[src/rtl/scd_pkg.sv]
// ----------------------------------------------------------------------------
// Scancode decoder package
// Shared types, scancode constants and the key ROM for the set-1 decoder.
// ----------------------------------------------------------------------------
package scd_pkg;

  localparam int unsigned CodeW  = 8;
  localparam int unsigned CfgIdxW = 2;

  localparam logic [CfgIdxW-1:0] CfgGameMode = 2'd0;
  localparam logic [CfgIdxW-1:0] CfgKillCode = 2'd1;
  localparam logic [CfgIdxW-1:0] CfgEofCode  = 2'd2;

  localparam logic [CodeW-1:0] ScLShiftMake = 8'h2A;
  localparam logic [CodeW-1:0] ScRShiftMake = 8'h36;
  localparam logic [CodeW-1:0] ScCapsMake   = 8'h3A;
  localparam logic [CodeW-1:0] ScCtrlMake   = 8'h1D;
  localparam logic [CodeW-1:0] ScKillKey    = 8'h2E;
  localparam logic [CodeW-1:0] ScEofKey     = 8'h20;
  localparam logic [CodeW-1:0] ScKeyCount   = 8'h53;
  localparam logic [CodeW-1:0] ScBreakFirst = 8'h81;
  localparam logic [CodeW-1:0] ScLShiftBrk  = 8'hAA;
  localparam logic [CodeW-1:0] ScRShiftBrk  = 8'hB6;
  localparam logic [CodeW-1:0] ScCtrlBrk    = 8'h9D;

  localparam logic [CodeW-1:0] KillCodeRst  = 8'd3;
  localparam logic [CodeW-1:0] EofCodeRst   = 8'd255;

  typedef struct packed {
    logic shift;
    logic caps;
    logic ctrl;
  } mods_t;

  typedef struct packed {
    logic             game_mode;
    logic [CodeW-1:0] kill_code;
    logic [CodeW-1:0] eof_code;
  } cfg_t;

  typedef struct packed {
    logic             key_down;
    logic             char_valid;
    logic [CodeW-1:0] char_code;
    logic             to_game;
  } result_t;

  function automatic logic [CodeW-1:0] rom_plain(input logic [6:0] idx);
    logic [CodeW-1:0] c;
    begin
      case (idx)
        7'h01: c = 8'h1B;
        7'h02: c = 8'h31;
        7'h03: c = 8'h32;
        7'h04: c = 8'h33;
        7'h05: c = 8'h34;
        7'h06: c = 8'h35;
        7'h07: c = 8'h36;
        7'h08: c = 8'h37;
        7'h09: c = 8'h38;
        7'h0A: c = 8'h39;
        7'h0B: c = 8'h30;
        7'h0C: c = 8'h2D;
        7'h0D: c = 8'h3D;
        7'h0E: c = 8'h08;
        7'h0F: c = 8'h09;
        7'h10: c = 8'h71;
        7'h11: c = 8'h77;
        7'h12: c = 8'h65;
        7'h13: c = 8'h72;
        7'h14: c = 8'h74;
        7'h15: c = 8'h79;
        7'h16: c = 8'h75;
        7'h17: c = 8'h69;
        7'h18: c = 8'h6F;
        7'h19: c = 8'h70;
        7'h1A: c = 8'h5B;
        7'h1B: c = 8'h5D;
        7'h1C: c = 8'h0A;
        7'h1E: c = 8'h61;
        7'h1F: c = 8'h73;
        7'h20: c = 8'h64;
        7'h21: c = 8'h66;
        7'h22: c = 8'h67;
        7'h23: c = 8'h68;
        7'h24: c = 8'h6A;
        7'h25: c = 8'h6B;
        7'h26: c = 8'h6C;
        7'h27: c = 8'h3B;
        7'h28: c = 8'h27;
        7'h29: c = 8'h60;
        7'h2B: c = 8'h5C;
        7'h2C: c = 8'h7A;
        7'h2D: c = 8'h78;
        7'h2E: c = 8'h63;
        7'h2F: c = 8'h76;
        7'h30: c = 8'h62;
        7'h31: c = 8'h6E;
        7'h32: c = 8'h6D;
        7'h33: c = 8'h2C;
        7'h34: c = 8'h2E;
        7'h35: c = 8'h2F;
        7'h37: c = 8'h2A;
        7'h39: c = 8'h20;
        7'h48: c = 8'd17;
        7'h4B: c = 8'd18;
        7'h4D: c = 8'd19;
        7'h50: c = 8'd20;
        default: c = 8'h00;
      endcase
      return c;
    end
  endfunction

  // The shifted row differs from the plain row only in digits, punctuation and letters.
  function automatic logic [CodeW-1:0] rom_shift(input logic [6:0] idx);
    logic [CodeW-1:0] p;
    logic [CodeW-1:0] c;
    begin
      p = rom_plain(idx);
      case (idx)
        7'h02: c = 8'h21;
        7'h03: c = 8'h40;
        7'h04: c = 8'h23;
        7'h05: c = 8'h24;
        7'h06: c = 8'h25;
        7'h07: c = 8'h5E;
        7'h08: c = 8'h26;
        7'h09: c = 8'h2A;
        7'h0A: c = 8'h28;
        7'h0B: c = 8'h29;
        7'h0C: c = 8'h5F;
        7'h0D: c = 8'h2B;
        7'h1A: c = 8'h7B;
        7'h1B: c = 8'h7D;
        7'h27: c = 8'h3A;
        7'h28: c = 8'h22;
        7'h29: c = 8'h7C;
        7'h33: c = 8'h3C;
        7'h34: c = 8'h3E;
        7'h35: c = 8'h3F;
        default: begin
          if (p inside {[8'h61:8'h7A]}) begin
            c = p - 8'd32;
          end else begin
            c = p;
          end
        end
      endcase
      return c;
    end
  endfunction

endpackage

[src/rtl/scd_decode.sv]
// ----------------------------------------------------------------------------
// Scancode decode logic
// Turns one scancode and the current modifier state into a result and the
// next modifier state.
// ----------------------------------------------------------------------------
module scd_decode (
  input  logic [scd_pkg::CodeW-1:0] scancode_i,
  input  scd_pkg::mods_t            mods_i,
  input  scd_pkg::cfg_t             cfg_i,
  output scd_pkg::mods_t            mods_o,
  output scd_pkg::result_t          result_o
);

  logic                      down;
  logic                      valid;
  logic [scd_pkg::CodeW-1:0] ch;
  logic [scd_pkg::CodeW-1:0] rom_ch;
  logic [6:0]                idx;

  assign idx = scancode_i[6:0];

  always_comb begin
    if (mods_i.shift) begin
      rom_ch = scd_pkg::rom_shift(idx);
      if (mods_i.caps && (rom_ch inside {[8'h41:8'h5A]})) begin
        rom_ch = rom_ch + 8'd32;
      end
    end else begin
      rom_ch = scd_pkg::rom_plain(idx);
      if (mods_i.caps && (rom_ch inside {[8'h61:8'h7A]})) begin
        rom_ch = rom_ch - 8'd32;
      end
    end
  end

  always_comb begin
    down   = scancode_i < scd_pkg::ScBreakFirst;
    valid  = 1'b0;
    ch     = '0;
    mods_o = mods_i;
    if (down) begin
      if ((scancode_i == scd_pkg::ScLShiftMake) || (scancode_i == scd_pkg::ScRShiftMake)) begin
        mods_o.shift = 1'b1;
      end else if (scancode_i == scd_pkg::ScCapsMake) begin
        mods_o.caps = ~mods_i.caps;
      end else if (scancode_i == scd_pkg::ScCtrlMake) begin
        mods_o.ctrl = 1'b1;
      end else if (scancode_i < scd_pkg::ScKeyCount) begin
        if (mods_i.ctrl) begin
          if (scancode_i == scd_pkg::ScKillKey) begin
            ch    = cfg_i.kill_code;
            valid = 1'b1;
          end else if (scancode_i == scd_pkg::ScEofKey) begin
            ch    = cfg_i.eof_code;
            valid = 1'b1;
          end
        end else begin
          ch    = rom_ch;
          valid = 1'b1;
        end
        if (valid && !cfg_i.game_mode && (ch inside {[8'd17:8'd20]})) begin
          valid = 1'b0;
        end
      end
    end else begin
      if ((scancode_i == scd_pkg::ScLShiftBrk) || (scancode_i == scd_pkg::ScRShiftBrk)) begin
        mods_o.shift = 1'b0;
      end else if (scancode_i == scd_pkg::ScCtrlBrk) begin
        mods_o.ctrl = 1'b0;
      end
    end

    result_o.key_down   = down;
    result_o.char_valid = valid;
    result_o.char_code  = valid ? ch : '0;
    result_o.to_game    = valid && cfg_i.game_mode;
  end

endmodule

[src/rtl/scancode_to_ascii_decoder.sv]
// ----------------------------------------------------------------------------
// Set-1 scancode to ASCII decoder
// The scancode is registered in the input stage, decoded, and the result is
// registered in the output stage. Throughput is one item per cycle when the
// output is not stalled. Reset clears the modifier flags and the valid flags
// of both pipeline stages and loads the config registers with their defaults.
// ----------------------------------------------------------------------------
module scancode_to_ascii_decoder (
  input  logic                        clk_i,
  input  logic                        rst_ni,
  input  logic                        in_valid_i,
  output logic                        in_stall_o,
  input  logic [scd_pkg::CodeW-1:0]   scancode_i,
  output logic                        out_valid_o,
  input  logic                        out_stall_i,
  output logic                        key_down_o,
  output logic                        char_valid_o,
  output logic [scd_pkg::CodeW-1:0]   char_code_o,
  output logic                        to_game_o,
  input  logic                        cfg_we_i,
  input  logic [scd_pkg::CfgIdxW-1:0] cfg_index_i,
  input  logic [scd_pkg::CodeW-1:0]   cfg_data_i
);

  logic                      in_valid_q;
  logic [scd_pkg::CodeW-1:0] code_q;
  logic                      out_valid_q;
  scd_pkg::result_t          res_q;
  scd_pkg::result_t          res_d;
  scd_pkg::mods_t            mods_q;
  scd_pkg::mods_t            mods_d;
  scd_pkg::cfg_t             cfg_q;
  logic                      out_free;
  logic                      advance;
  logic                      in_accept;

  assign out_free   = !out_valid_q || !out_stall_i;
  assign advance    = in_valid_q && out_free;
  assign in_stall_o = in_valid_q && !out_free;
  assign in_accept  = in_valid_i && !in_stall_o;

  scd_decode u_decode (
    .scancode_i (code_q),
    .mods_i     (mods_q),
    .cfg_i      (cfg_q),
    .mods_o     (mods_d),
    .result_o   (res_d)
  );

  always_ff @(posedge clk_i or negedge rst_ni) begin
    if (!rst_ni) begin
      in_valid_q  <= 1'b0;
      out_valid_q <= 1'b0;
      mods_q      <= '0;
    end else begin
      if (!in_stall_o) begin
        in_valid_q <= in_valid_i;
      end
      if (out_free) begin
        out_valid_q <= in_valid_q;
      end
      if (advance) begin
        mods_q <= mods_d;
      end
    end
  end

  always_ff @(posedge clk_i) begin
    if (in_accept) begin
      code_q <= scancode_i;
    end
    if (advance) begin
      res_q <= res_d;
    end
  end

  always_ff @(posedge clk_i or negedge rst_ni) begin
    if (!rst_ni) begin
      cfg_q.game_mode <= 1'b0;
      cfg_q.kill_code <= scd_pkg::KillCodeRst;
      cfg_q.eof_code  <= scd_pkg::EofCodeRst;
    end else if (cfg_we_i) begin
      case (cfg_index_i)
        scd_pkg::CfgGameMode: cfg_q.game_mode <= cfg_data_i[0];
        scd_pkg::CfgKillCode: cfg_q.kill_code <= cfg_data_i;
        scd_pkg::CfgEofCode:  cfg_q.eof_code  <= cfg_data_i;
        default: ;
      endcase
    end
  end

  assign out_valid_o  = out_valid_q;
  assign key_down_o   = res_q.key_down;
  assign char_valid_o = res_q.char_valid;
  assign char_code_o  = res_q.char_code;
  assign to_game_o    = res_q.to_game;

endmodule

[config.mk]
export PLATFORM = sky130hd
export DESIGN_NAME = scancode_to_ascii_decoder
export DESIGN_NICKNAME = d
export VERILOG_FILES = /design/src/rtl/scd_pkg.sv /design/src/rtl/scd_decode.sv /design/src/rtl/scancode_to_ascii_decoder.sv
export SDC_FILE = /design/constraint.sdc
export NUM_CORES = 1
export LEC_CHECK = 0
export BUFFER_PORTS_ARGS = -buffer_cell sky130_fd_sc_hd__buf_2
export CORE_MARGIN = 2
export CORE_UTILIZATION = 30
export DETAILED_ROUTE_END_ITERATION = 10
export GPL_ROUTABILITY_DRIVEN = 0
export PLACE_DENSITY = 0.49
export SLEW_MARGIN = 40
export SYNTH_ARGS = -nofsm -noshare
export SYNTH_HDL_FRONTEND = slang
export SYNTH_HIERARCHICAL = 1
export SYNTH_SLANG_ARGS = --single-unit
[constraint.sdc]
create_clock -name clk_i -period 4.5 [get_ports clk_i]
set_clock_uncertainty 0.15 [all_clocks]
set_input_delay 0.225 -clock clk_i [delete_from_list [all_inputs] [get_ports clk_i]]
set_output_delay 0.225 -clock clk_i [all_outputs]
set_load 0.02 [all_outputs]
==> results of run 1 <==
==> synth_stat cells (all sizes together) (3+ instances only) <==
master   number  area share [%]
or2           6            0.99
edfxtp       19              15
a31oi         4            0.66
nor2         22             2.2
nand2b       10             1.7
o21ai        25             3.3
nand3b        8             2.2
o41ai         3             1.9
nor3         10             1.4
dfstp        10             6.9
a21boi        8             1.7
nor2b         7             1.2
dfrtp        12             7.9
buf          22             4.8
o221ai        3            0.69
nand4         4            0.66
o211ai        4            0.79
inv          16             1.6
o31ai         6             1.5
ha           13             4.3
or2b          3            0.72
clkbuf        7             1.3
a211oi        4             1.1
a221oi        7             1.8
o2111ai       4             1.1
a311oi        3             1.0
nand3         7             1.1
a22oi         9             1.9
nor3b         4            0.79
a2111oi       3             1.5
mux2i        10             2.6
nand2        26             2.6
mux2         24             7.1
and2          4            0.66
a21o          4            0.79
a22o          5             1.2
nor4          3            0.82
a21oi        26             3.4
==> per-layer routing <==
metal	vias up	global-route usage, %
met1	1667	23.5
met3	28	2.75
met2	155	26.1
met5	-	0
met4	0	6.12
li1	1610	-
==> flip-flops by register name, indices dropped and copies added (netlist names) <==
signal	count
in_valid_q	1
char_code_o	8
char_valid_o	1
mods_q	3
code_q	8
cfg_q	17
to_game_o	1
key_down_o	1
out_valid_o	1
==> cells by family after synthesis <==
logic type                 Yosys count  share of synthesized area (%)
xor gates and xnor gates             2                          0.461
buffers and inverters               46                           7.77
adders and majority gates           13                           4.28
DFF                                 41                           29.8
muxes                               34                           9.74
AOI/OAI and AO/OA                  135                           28.4
and+or+nand+nor                    125                           19.5
==> stage by stage <==
stage | area, um^2 | hold slack [ns] | instances
final | 4440 | 0.00259 | 618
after global routing | 4440 | 0.0368 | 618
after CTS | 4430 | 0.00248 | 618
after detailed placement | 4160 | 0.0649 | 601
after global placement | 4160 | 0.0634 | 601
after floorplan | 3800 | -0.221 | 396
==> timing repair <==
item / CTS / global route
setup endpoints to repair: 0 / 6
hold buffers: 9 / 0
resized for setup: 0 / 2
hold endpoints to repair: 20 / 0
==> layout make-up <==
cell class | count | area, um^2 | area share [%]
clock buffer | 7 | 164 | 3.69
inverter | 17 | 63.8 | 1.44
timing repair buffer | 71 | 468 | 10.5
tap | 172 | 215 | 4.85
clock inverter | 1 | 7.51 | 0.169
sequential | 41 | 1130 | 25.5
multi-input combinational | 309 | 2390 | 53.8
==> worst paths after layout <==
| path | startpoint | endpoint | slack [ns] |
|---|---|---|---|
| worst min register to register | in_valid_q$_DFFE_PN0N_ | out_valid_o$_DFFE_PN0P_ | 0.33 |
| worst min-delay path | in_valid_i | in_valid_q$_DFFE_PN0N_ | 0.003 |
| worst max-delay path | code_q[3]$_DFFE_PP_ | char_code_o[0]$_DFFE_PP_ | 0.24 |
| worst max register to register | code_q[3]$_DFFE_PP_ | char_code_o[0]$_DFFE_PP_ | 0.24 |
| max in group asynchronous | rst_ni | cfg_q[5]$_DFFE_PN1P_ | 3.56 |
| min in group asynchronous | rst_ni | cfg_q[16]$_DFFE_PN0P_ | 0.28 |
==> where the power goes <==
group          internal, uW  switching (uW)
sequential              475            56.9
combinational           210             288
clock                   254             150
total                   939             495
==> metrics.md, run 1 <==
| Metric | Value |
|---|---|
| Crit Path Max Fanout | 19 |
| Clock Tree Buf Depth | 2 |
| H-Tree Depth | 2 |
| Die Height | 117 um |
| Most frequent cells in the layout | 35 x buf_2, 27 x buf_4, 26 x nand2_1, 26 x a21oi_1 |
| Pre-Repair DR Iteration Count | 5 |
| EDFF count, synth | 19 |
| GRT Overall Usage | 16.8% |
| Die area | 0.0136 mm^2 |
| Top routing layer in use | met4 |
| Pre-CTS WS | 0.153 ns |
| Vias per cell | 5.60 |
| Yosys cell types | 88 |
| RSZ-0062 raised after global routing | false |
| FMAX | 235 MHz |
| I/O Pins | 36 |
| Share of layout cells above drive strength 1 | 31.8% |
| WL met3 | 666 um |
| Min cycle time layout | 4.26 ns |
| CTS tree | yes |
| Sequential fraction of the synthesis area | 29.8% |
| Largest net degree at the start of global routing | 37 |
| DR iter-0 viols | 340 |
| Critical Path RT | 4.37 ns |
| Slew @ Worst Pin | 0.644 ns |
| Commonest non-fill, non-tap cell in the layout | buf_2 |
| Util after Layout | 35.5% |
| Max Slew Vio Count | 0 |
| Crit-path most repeated cell | buf_4 |
| Power Total | 1430 uW |
| Worst-Skew Late Latency | 0.29 ns |
| Final hold vios | 0 |
| Crit path depth | 12 |
| Max stage delay on crit path | 0.65 ns |
| Dpl hpwl | 8.18 mm |
| Worst Hold Class | input port to register |
| CP endpoint kind | register |
| I/O Buffers | 35 |
| Gate Count Post-Synth | 396 |
| Top_reg_cell synth | edfxtp_1 |
| Yosys warns | 6 |
| Row cnt | 41 |
| Residual DRC | 0 |
| Vias in the first global route | 3372 |
| FF+latch count, synth | 41 |
| CP delay by family, top | compound AO/OA/AOI/OAI gates |
| Initial core utilization | 30.4% |
| Power density over cell area | 323 mW/mm^2 |
| Die Width | 117 um |
| Max-cap violations | 0 |
| Syn Std Cell Area | 0.00380 mm^2 |
| NumNets Final | 481 |
| CP arrival | 4.13 ns |
| Relative slew slack | 56.7% |
| ANT nets after route | 0 |
| # setup viols final | 0 |
| Setup bufs post-CTS | 0 |
| Core area | 0.0125 mm^2 |
| Ys async rst share | 53.7% |
| DRT met1 WL | 5.02 mm |
| Total wire length | 10.9 mm |
| Global-route wire length before repair | 17.7 mm |
| Final worst setup slack | 0.239 ns |
| Worst path slowest cell | edfxtp_1 |
| Number of fill cells in the layout | 1320 |
| Crit Path Category | register to register |
| Post-synth net total | 432 |
| Final Cycle Share | 94.7% |
| R2R cell count | 12 |
| Area growth syn-to-layout | 16.7% |
| WL/cell | 17.7 um |
| Startpoint Class | register |
| Hold depth | 2 |
| CP Cell Sequence | buf_4, buf_4, nand2b_1, o32ai_1, a211oi_2, buf_4, a31o_2, a221oi_1, a21oi_1, or3_2, o41ai_4, a21oi_1 |
| Leakage | 0.00173 uW |
| Root buf cell | clkbuf_16 |
| GRT overflow | 0 |
| Buffers & Inverters on Critical Path | 3 |
| Total negative slack | 0 ns |
| Syn_area_per_cell | 9.60 um^2 |
| CTS Sinks | 41 |
| Status | finished, final reports clean |
| VDD IR-drop max | 0.155 mV |
| Initial antenna violation count | 0 |
| TritonCTS Buffers | 5 |
| Antenna diodes | 0 |
| CTS clk-pin slew, worst paths | 0.06 ns |
| Metal2 WL | 4.92 mm |
| Via count | 3460 |
No activity file was read; power rests on OpenSTA's default activity.
==> run 2, diff against run 1 <==
--- a/config.mk
+++ b/config.mk
@@ -8,8 +8,10 @@
 export BUFFER_PORTS_ARGS = -buffer_cell sky130_fd_sc_hd__buf_2
 export CORE_MARGIN = 2
 export CORE_UTILIZATION = 30
+export CTS_CLUSTER_DIAMETER = 80
 export DETAILED_ROUTE_END_ITERATION = 10
 export GPL_ROUTABILITY_DRIVEN = 0
+export MAX_ROUTING_LAYER = met4
 export PLACE_DENSITY = 0.49
 export SLEW_MARGIN = 40
 export SYNTH_ARGS = -nofsm -noshare
==> run 2 against run 1 <==
Core utilization stayed put. Hold slack better by 0.0011 ns. Critical path depth is 2 higher. Die area stayed put. Critical path type unchanged.
==> metrics.md, run 2 (synthesized netlist as in run 1, its figures left out) <==
| Metric | Value |
|---|---|
| Via count | 3416 (-1.3%) |
| Relative slew slack | 55.7% (-0.97 points) |
| FMAX | 236 MHz (+0.46%) |
| CTS Sinks | 41 (unchanged) |
| Worst Hold Class | input port to register |
| Leakage | 0.00173 uW (unchanged) |
| GRT overflow | 0 (unchanged) |
| Fin cells | 618 (unchanged) |
| CP Cell Sequence | buf_4, inv_1, a311oi_1, o41ai_4, a21boi_1, nand4_1, o2111ai_2, a2111oi_4, inv_1, ha_1, nor2_1, a311oi_2, o41ai_4, a21oi_1 |
| Final Cycle Share | 94.2% (-0.44 points) |
| GRT Overall Usage | 17.2% (+0.47 points) |
| DP Cell Count | 601 (unchanged) |
| Die Width | 117 um (unchanged) |
| Initial core utilization | 30.4% (unchanged) |
| Max stage delay on crit path | 0.64 ns (about the same) |
| H-Tree Depth | 2 (unchanged) |
| CTS clk-pin slew, worst paths | 0.06 ns (about the same) |
| Startpoint Class | register |
| Setup bufs post-CTS | 0 (unchanged) |
| Metal2 WL | 4.98 mm (+1.3%) |
| Slew @ Worst Pin | 0.659 ns (+0.0144 ns) |
| Die area | 0.0136 mm^2 (unchanged) |
| I/O Buffers | 35 (unchanged) |
| Die Height | 117 um (unchanged) |
| I/O Pins | 36 (unchanged) |
| Status | finished, final reports clean |
| CTS tree | yes |
| TritonCTS Buffers | 5 (unchanged) |
| Most frequent cells in the layout | 35 x buf_2, 27 x buf_4, 26 x nand2_1, 26 x a21oi_1 |
| Residual DRC | 0 (unchanged) |
| Antenna diodes | 0 (unchanged) |
| Max Slew Vio Count | 0 (unchanged) |
| Initial antenna violation count | 0 (unchanged) |
| Worst-Skew Late Latency | 0.28 ns (about the same) |
| Vias in the first global route | 3376 (+0.12%) |
| Final hold vios | 0 (unchanged) |
| Total wire length | 10.9 mm (-0.49%) |
| Crit Path Category | register to register |
| CP endpoint kind | register |
| Row cnt | 41 (unchanged) |
| Global-route wire length before repair | 17.7 mm (about the same) |
| Dpl hpwl | 8.18 mm (unchanged) |
| Max-cap violations | 0 (unchanged) |
| WL met3 | 630 um (-5.4%) |
| Crit Path Max Fanout | 14 (-5) |
| Share of layout cells above drive strength 1 | 31.8% (unchanged) |
| WL/cell | 17.6 um (-0.49%) |
| Top routing layer in use | met4 |
| DR iter-0 viols | 336 (-1.2%) |
| Commonest non-fill, non-tap cell in the layout | buf_2 |
| Vias per cell | 5.53 (-1.3%) |
| Largest net degree at the start of global routing | 37 (unchanged) |
| Largest register FFs | 17 (unchanged) |
| Core area | 0.0125 mm^2 (unchanged) |
| Number of fill cells in the layout | 1320 (unchanged) |
| Critical Path RT | 4.37 ns (about the same) |
| VDD IR-drop max | 0.155 mV (+0.13%) |
| Clock Tree Buf Depth | 2 (unchanged) |
| ANT nets after route | 0 (unchanged) |
| Total negative slack | 0 ns (unchanged) |
| Worst path slowest cell | edfxtp_1 |
| RSZ-0062 raised after global routing | false |
| Min cycle time layout | 4.24 ns (-0.0196 ns) |
| Pre-Repair DR Iteration Count | 5 (unchanged) |
| DRT met1 WL | 4.98 mm (-0.72%) |
| NumNets Final | 481 (unchanged) |
| Top reg by flops | cfg_q |
| Power density over cell area | 322 mW/mm^2 (-0.24%) |
| Area growth syn-to-layout | 16.7% (unchanged) |
| Root buf cell | clkbuf_16 |
| CP arrival | 4.11 ns (-0.02 ns) |
| # setup viols final | 0 (unchanged) |
[run 2: worst max-delay path: cells and delay by family (launching register included)]
kind,cells,cell delay (ns)
compound gates,8,2.07
fa+ha+maj,1,0.30
simple gates,2,0.28
buf+inv,3,0.52
flops,1,0.64
[run 2: path summary, 6_finish.rpt]
check / from / to / slack (ns) / cells after the start
min in group asynchronous: rst_ni / cfg_q[16]$_DFFE_PN0P_ / 0.29 / 2
worst min register to register: in_valid_q$_DFFE_PN0N_ / out_valid_o$_DFFE_PN0P_ / 0.33 / 1
worst max register to register: code_q[3]$_DFFE_PP_ / char_code_o[0]$_DFFE_PP_ / 0.26 / 14
worst max-delay path: code_q[3]$_DFFE_PP_ / char_code_o[0]$_DFFE_PP_ / 0.26 / 14
max in group asynchronous: rst_ni / cfg_q[5]$_DFFE_PN1P_ / 3.55 / 2
worst min-delay path: in_valid_i / in_valid_q$_DFFE_PN0N_ / 0.004 / 2
[run 2: through the flow]
step	cell area, um^2	util, %	hold WS (ns)	worst slack (ns)	total power (uW)
after global routing	4440	35.5	0.0367	0.00604	1520
after detailed placement	4160	33.3	0.0649	0.153	1020
after floorplan	3800	-	-0.221	0.198	906
after global placement	4160	33.3	0.0634	0.213	1020
after CTS	4430	35.4	0.00248	0.118	1430
final	4440	35.5	0.00368	0.259	1430
[run 2: timing repair]
item / 4_1_cts / 5_1_grt
hold buffers: 9 / 0
setup endpoints to repair: 0 / 6
gates resized for setup: 0 / 2
endpoints found under the hold margin: 20 / 0
[run 2: metal layers]
layer  up-vias  global-route usage [%]
li1       1607                       -
met1      1651                    23.3
met2       133                    26.3
met3        25                    2.59
met4         0                    6.12
met5         -                       -
[run 2: area by class of cell]
type | count | area (um^2) | area share (%)
Inverter | 17 | 63.8 | 1.44
Tap cell | 172 | 215 | 4.85
Clock buffer | 7 | 164 | 3.69
Multi-Input combinational cell | 309 | 2390 | 53.8
Clock inverter | 1 | 7.51 | 0.169
Sequential cell | 41 | 1130 | 25.5
Timing Repair Buffer | 71 | 468 | 10.5
[run 2: power by group]
part	internal, uW	switching [uW]
clock network	254	149
logic	210	286
registers	475	56.8
total	939	491
